File: config.mk
export PLATFORM = sky130hd
export DESIGN_NAME = sdmq_cell
export DESIGN_NICKNAME = d
export VERILOG_FILES = /design/src/design/sdmq_pkg.sv /design/src/design/sdmq_cell.sv
export SDC_FILE = /design/constraint.sdc
export NUM_CORES = 1
export LEC_CHECK = 0
export BUFFER_PORTS_ARGS = -buffer_cell sky130_fd_sc_hd__buf_2
export CELL_PAD_IN_SITES_DETAIL_PLACEMENT = 0
export CELL_PAD_IN_SITES_GLOBAL_PLACEMENT = 1
export CORE_MARGIN = 2
export CORE_UTILIZATION = 25
export CTS_CLUSTER_SIZE = 25
export DETAILED_ROUTE_END_ITERATION = 8
export PLACE_DENSITY = 0.66
export SKIP_LAST_GASP = 1
export SYNTH_ARGS = -nofsm -noshare
export SYNTH_HDL_FRONTEND = slang
export SYNTH_SLANG_ARGS = --single-unit
File: constraint.sdc
create_clock -name i_clk -period 4.6 [get_ports i_clk]
set_input_delay 1.15 -clock i_clk [delete_from_list [all_inputs] [get_ports i_clk]]
set_output_delay 1.15 -clock i_clk [all_outputs]
set_load 0.02 [all_outputs]
File: src/design/sdmq_pkg.sv
// ----------------------------------------------------------------------------
// sdmq_pkg
// Shared types and constants for the sorted document-number match queue:
// request and status codes, controller states and the per-cell command.
// ----------------------------------------------------------------------------
package sdmq_pkg;

    localparam int DOCNO_W = 31;
    localparam int ARG_W   = 5;
    localparam int POS_W   = 5;
    localparam int CARD_W  = 6;
    localparam int OCNT_W  = 6;

    typedef enum logic [1:0] {
        REQ_CLEAR  = 2'd0,
        REQ_INSERT = 2'd1,
        REQ_REMOVE = 2'd2,
        REQ_SHIFT  = 2'd3
    } t_req;

    typedef enum logic [1:0] {
        ST_OK      = 2'd0,
        ST_FULL    = 2'd1,
        ST_SMALLER = 2'd2,
        ST_BAD_POS = 2'd3
    } t_status;

    typedef enum logic {
        S_IDLE   = 1'b0,
        S_REPORT = 1'b1
    } t_state;

    // Command broadcast to every cell of the chain.
    typedef struct packed {
        logic               upd;
        t_req               op;
        logic [DOCNO_W-1:0] docno;
        logic [ARG_W-1:0]   new_arg;
        logic [POS_W-1:0]   pos;
    } t_cell_cmd;

endpackage

File: src/design/sdmq_cell.sv
// ----------------------------------------------------------------------------
// sdmq_cell
// One slot of the sorted chain. Holds a (docno, arg) entry, compares it with
// the request number and takes its own, its left or its right neighbor's
// entry, or the new entry, when the chain updates.
// ----------------------------------------------------------------------------
module sdmq_cell
    import sdmq_pkg::*;
#(
    parameter int CELL_INDEX = 0
) (
    input  logic               i_clk,
    input  t_cell_cmd          i_cmd,
    input  logic               i_valid,
    input  logic [DOCNO_W-1:0] i_head_docno,
    input  logic [DOCNO_W-1:0] i_left_docno,
    input  logic [ARG_W-1:0]   i_left_arg,
    input  logic               i_left_le,
    input  logic [DOCNO_W-1:0] i_right_docno,
    input  logic [ARG_W-1:0]   i_right_arg,
    input  logic               i_right_lt,
    output logic [DOCNO_W-1:0] o_docno,
    output logic [ARG_W-1:0]   o_arg,
    output logic               o_le,
    output logic               o_lt,
    output logic               o_smaller,
    output logic [ARG_W-1:0]   o_pos_arg,
    output logic               o_eq_head
);

    localparam logic [7:0] IDX = 8'(CELL_INDEX);

    logic [DOCNO_W-1:0] r_docno, n_docno;
    logic [ARG_W-1:0]   r_arg, n_arg;
    logic               w_is_pos;
    logic               w_ge_pos;

    assign w_is_pos  = (IDX == {3'b000, i_cmd.pos});
    assign w_ge_pos  = (IDX >= {3'b000, i_cmd.pos});
    assign o_le      = i_valid && (r_docno <= i_cmd.docno);
    assign o_lt      = i_valid && (r_docno < i_cmd.docno);
    assign o_smaller = w_is_pos && i_valid && !o_le;
    assign o_pos_arg = w_is_pos ? r_arg : '0;
    assign o_eq_head = i_valid && (r_docno == i_head_docno);
    assign o_docno   = r_docno;
    assign o_arg     = r_arg;

    always_comb begin
        n_docno = r_docno;
        n_arg   = r_arg;
        if (i_cmd.upd) begin
            case (i_cmd.op)
                REQ_INSERT: begin
                    // Entries at or below the new number stay; the first
                    // larger slot takes the new entry, the rest move right.
                    if (!o_le) begin
                        if (i_left_le) begin
                            n_docno = i_cmd.docno;
                            n_arg   = i_cmd.new_arg;
                        end else begin
                            n_docno = i_left_docno;
                            n_arg   = i_left_arg;
                        end
                    end
                end
                REQ_REMOVE: begin
                    if (w_ge_pos) begin
                        n_docno = i_right_docno;
                        n_arg   = i_right_arg;
                    end
                end
                REQ_SHIFT: begin
                    // Smaller entries behind the raised one move left; the
                    // last of them hands its slot to the raised entry.
                    if (w_ge_pos) begin
                        if (i_right_lt) begin
                            n_docno = i_right_docno;
                            n_arg   = i_right_arg;
                        end else if (w_is_pos || o_lt) begin
                            n_docno = i_cmd.docno;
                            n_arg   = i_cmd.new_arg;
                        end
                    end
                end
                default: begin
                    n_docno = r_docno;
                    n_arg   = r_arg;
                end
            endcase
        end
    end

    always_ff @(posedge i_clk) begin
        r_docno <= n_docno;
        r_arg   <= n_arg;
    end

endmodule

# Word level (Yosys, flattened, before mapping)
# Index checks and enable logic that the tools add are counted.
# word_totals
out_inout_bits	45
regBits	36
# classes
reduce_logical	10
n_lt_le_gt_ge	3
eq_ne	8
muxes	15
# ops
cell	count
$mux W31	6
$pmux W31 S3	1
$mux W5	7
$eq A31 B31 Y1	1
$le A31 B31 Y1	1
$lt A31 B31 Y1	1
$pmux W5 S3	1
$ne A2 B2 Y1 const B	3
$reduce_and A6 Y1	1
$ge A1 B5 Y1 const A	1
$logic_and A1 B1 Y1	5
$logic_not A5 Y1	1
$eq A2 B2 Y1 const B	2
$ne A3 B3 Y1 const B	1
$reduce_bool A3 Y1	1
$eq A2 B1 Y1 const B	1
$logic_not A1 Y1	1
$logic_or A1 B1 Y1	1

# Logic depth before layout (Yosys ltp)
# logic_depth
ltp_word	7
mapped_depth	8
mapped_depth_nobuf	8

# Worst setup path after synthesis
# OpenSTA, ideal clock, no wires.
# synth_timing
path_kind	input-to-reg
from	input i_cmd[38] in the netlist's numbering
to	register r_arg[0] (netlist: o_arg[0]), enable pin
arrival_ns	3.980
stages	8
setup_ns	0.432
path_slack_ns	0.187
cell_sequence	inv_1 > ha_1 > nand4_1 > nor4_2 > nand3_1 > a21oi_2 > o31ai_2 > o31ai_2
# synth_via
elab_cells_between_ends	8
classes_between	order compare: 2; eq/ne: 2; reduce/logical: 4
# synth_rtl
element	line	source
from (decl)	sdmq_cell.sv:13	input t_cell_cmd i_cmd,
$le A31 B31 Y1	sdmq_cell.sv:40	assign o_le = i_valid && (r_docno <= i_cmd.docno);
$logic_and A1 B1 Y1	sdmq_cell.sv:40	
via o_le	sdmq_cell.sv:24	output logic o_le,
$ne A2 B2 Y1 (no source line)	--	
$reduce_and A6 Y1 (no source line)	--	
to (signal assigned)	sdmq_cell.sv:95	r_arg <= n_arg;
to (decl)	sdmq_cell.sv:34	logic [ARG_W-1:0] r_arg, n_arg;
# The timed path passes the listed nets, and every way through them passes these cells.
# A chain may end at the register's enable or synchronous reset.

# Worst setup path after layout
# layout_timing
from	input i_cmd[28] in the netlist's numbering
to	output o_smaller
# layout_via
elab_chain_cells	4
# layout_lines
element	line	source
$le A31 B31 Y1	sdmq_cell.sv:40	
$logic_and A1 B1 Y1	sdmq_cell.sv:40	
$logic_not A1 Y1	--	
$logic_and A1 B1 Y1	sdmq_cell.sv:42	assign o_smaller = w_is_pos && i_valid && !o_le;
to (decl)	sdmq_cell.sv:26	output logic o_smaller,
# Every way passes these cells.

==> implementation parameters <==
Parameter                              Value

Synth
  Mux cell area share after synthesis ... 0.00311
  Dominant combinational cell family by area after synthesis ... simple AND/OR/NAND/NOR gates
  Fraction of the mapped netlist area in compound gates ... 0.176
  Number of synthesized register bits ... 36
  Synthesized netlist cell count ... 380
  Synthesis warning total ... 0
  Net Count, Synth ... 562
  Synth Area per Inst ... 8.48 sq um
  Number of distinct library cells after synthesis ... 34
  Adder-cell share of the synthesized area ... 0.120
  Register area share after synthesis ... 0.336
  Parity-gate share of the synthesized area counting xor and xnor cells ... 0.0843
  Post-Synth Simple-Gate Area ... 0.220
  Post-Synthesis Cell Area ... 3220 sq um

Finish
  Commonest cells after routing, fill and taps aside ... buf_2, nand2_1, edfxtp_1, inv_1
  Fraction of layout cells with a size suffix above 1 ... 0.380
  Growth of design area from synthesis to finish ... 40.4%
  Design area ... 4520 sq um
  Most frequent standard cell in the layout excluding fill and tap cells ... buf_2
  Final nets ... 749
  Layout Utilization ... 0.358
  Ant. Diodes ... 0

STA
  Number of setup violations in the final report ... 0
  Pin slew with the least headroom to its limit ... 0.848 ns
  Period utilization ... 0.902
  Final hold viol count ... 0
  Final critical path time including I/O delays and setup ... 4.15 ns
  Total negative slack ... 0 ns
  Max-slew violation count ... 0
  Worst slew margin relative to its limit ... 0.435
  Worst setup skew after layout ... 0.00792 ns
  Setup repair after global routing missed its margin ... false
  Fin Hold WS ... 1.19 ns
  Maximum clock frequency ... 0.241 GHz

Global routing
  GR Util All Layers ... 0.168
  Global-route wire length before repair ... 18300 um
  Maximum number of pins on one net before global-route repair ... 49
  Total gr overflow ... 0
  Number of global-route vias before repair ... 3495
  Number of antenna violations at the first check in global routing ... 0

Power and ir drop
  Reported net switching power ... 0.302 mW
  Seq pwr share ... 0.391
  VDD IR-drop max ... 0.000116 V
  Static Leakage ... 2.14 nW
  Pwr Density ... 221 nW/um^2
  Clock share of power ... 0.339
  Total chip power ... 1.00 mW
  Cell internal pwr ... 0.699 mW
  Proportion of power drawn by combinational gates ... 0.270
  Share of total power consumed by net switching ... 0.302

Route
  Sum of routed wire length over all layers ... 11700 um
  DRC violations left ... 0
  Antenna-violating nets left ... 0
  Via-to-Cell Ratio ... 4.64
  Drt wl/cell ... 15.8 um
  First-pass iteration count of the detailed router ... 4
  Total number of vias ... 3430
  Number of design-rule violations left by the first detailed-router iteration ... 214

CTS
  Setup Fix Bufs, Post-CTS ... 0
  Number of clock buffers inserted by TritonCTS ... 5
  Quantity of gates resized following cts ... 0
  Clock-pin slew on the worst setup and hold paths ... 0.06 ns
  Clock Tree Root ... clkbuf_16
  CTS H-Tree Depth ... 2
  Max clock buf depth ... 2
  Worst-skew pair later-pin latency ... 0.28 ns
  Number of clock sinks seen by CTS ... 36
  CTS Hold Buffers Added ... 0
  CTS tree ... done

Die
  Starting density of the core ... 0.255
  Core area ... 12600 sq um
  Width of the chip ... 118 um
  Area of the die ... 13800 sq um
  Placement row count ... 41
  Die extent in y ... 118 um
  Total I/O pin count ... 196

Worst hold path
  Hold WC Path Type ... in2reg

Worst setup path
  Beginning of the worst register-to-register path ... o_docno[21]$_DFFE_PP_
  Max FO, Critical Path ... 3
  Count of cells along the worst register-to-register path ... 8
  Required time of the critical path ... 3.45 ns
  Capture point of the worst path ... o_smaller
  Setup CP Type ... in2out
  Worst endpoint data arrival time ... 3.00 ns
  Start point of the critical path ... i_cmd[28]
  Worst-case register-to-register setup slack ... 1.69 ns
  Endpoint class of the critical path ... output port
  Critical register-to-register path endpoint ... o_docno[0]$_DFFE_PP_
  Startpoint type of the worst setup path ... primary input

Run status
  Result of the run ... complete, no violations

Place
  Estimated wirelength of the detail-placed design ... 9490 um
  Placer's final routability congestion estimate ... 0.831
  IO buf count ... 195
  DP Area ... 4380 sq um

Run
  Count of max-cap constraint violations ... 0
==> logic make-up after synthesis <==
family,after synthesis
muxes,1
DFF,36
buffers and inverters,52
AOI/OAI and AO/OA,83
and+or+nand+nor,146
adders and majority gates,31
xor gates and xnor gates,31
==> power by group through the flow <==
stage / combinational (mW) / sequential, mW / clock (mW)
2_1_floorplan: 0.135 / 0.409 / 0
6_report: 0.270 / 0.392 / 0.339
3_5_place_dp: 0.274 / 0.399 / 0
3_3_place_gp: 0.272 / 0.399 / 0
4_1_cts: 0.276 / 0.392 / 0.349
5_1_grt: 0.306 / 0.393 / 0.359
==> worst min path at each step <==
stage / startpoint / to / slack (ns) / depth (start not counted)
2_1_floorplan: i_cmd[8] / o_arg[3]$_DFFE_PP_ / 1.36 / 2
3_3_place_gp: o_docno[15]$_DFFE_PP_ / o_docno[16]$_DFFE_PP_ / 1.41 / 5
3_5_place_dp: o_docno[15]$_DFFE_PP_ / o_docno[15]$_DFFE_PP_ / 1.41 / 5
4_1_cts: i_right_docno[14] / o_docno[14]$_DFFE_PP_ / 1.19 / 3
5_1_grt: i_right_docno[12] / o_docno[12]$_DFFE_PP_ / 1.19 / 3
6_report: i_right_docno[3] / o_docno[3]$_DFFE_PP_ / 1.19 / 3
==> sequential cells by signal (all words and copies together) (netlist names) <==
name and cells:
o_arg 5, o_docno 31
==> synthesized netlist by cell type <==
cell type	number	share of area
a211oi_1	25	0.058
a21oi_1	12	0.019
a21oi_2	1	0.0027
a221oi_2	1	0.0047
a31oi_1	23	0.045
and2_1	5	0.0097
buf_1	1	0.0012
buf_2	2	0.0031
clkbuf_1	17	0.020
edfxtp_1	36	0.34
ha_1	31	0.12
inv_1	32	0.037
mux2i_1	1	0.0031
nand2_1	55	0.064
nand2b_1	1	0.0019
nand3_1	3	0.0047
nand3b_1	2	0.0047
nand4_1	10	0.019
nand4_2	1	0.0039
nor2_1	31	0.036
nor2b_1	25	0.049
nor3_1	2	0.0031
nor4_1	8	0.016
nor4_2	1	0.0039
o21ai_0	2	0.0031
o21ai_1	1	0.0016
o21bai_1	1	0.0023
o221ai_1	1	0.0027
o22ai_1	13	0.025
o31ai_2	3	0.012
or2_2	1	0.0019
or4_1	1	0.0023
xnor2_1	7	0.019
xor2_1	24	0.065
==> through the flow <==
stage,setup WS [ns],cells
2_1_floorplan,0.187,380
4_1_cts,0.402,740
3_5_place_dp,0.409,732
6_report,0.450,740
5_1_grt,0.324,740
3_3_place_gp,0.403,732
==> worst max-delay path: stages <==
cell	delay [ns]
buf_2	0.11
inv_1	0.05
ha_1	0.30
a21oi_1	0.23
o221ai_1	0.18
o21bai_1	0.16
a21oi_1	0.13
o31ai_2	0.43
nor2_1	0.09
buf_2	0.17
==> layout make-up <==
class / count / area, sq um
clock buffers: 5 / 125
clock inverters: 3 / 13.8
fillers: 1359 / 8100
inverters: 32 / 120
multi-input cells: 292 / 1950
flip-flops and latches: 36 / 1080
well taps: 172 / 215
repair buffers: 200 / 1010
==> layer usage <==
metal | GRT usage | wire length, um | part of all wire | up-vias
met2 | 0.297 | 5690 | 0.49 | 131
met5 | 0 | 0 | 0 | -
li1 | - | - | - | 1737
met4 | 0.0346 | 131 | 0.011 | 0
met1 | 0.213 | 5200 | 0.44 | 1552
met3 | 0.0325 | 691 | 0.059 | 10
Power figures use the tool's default switching activity.
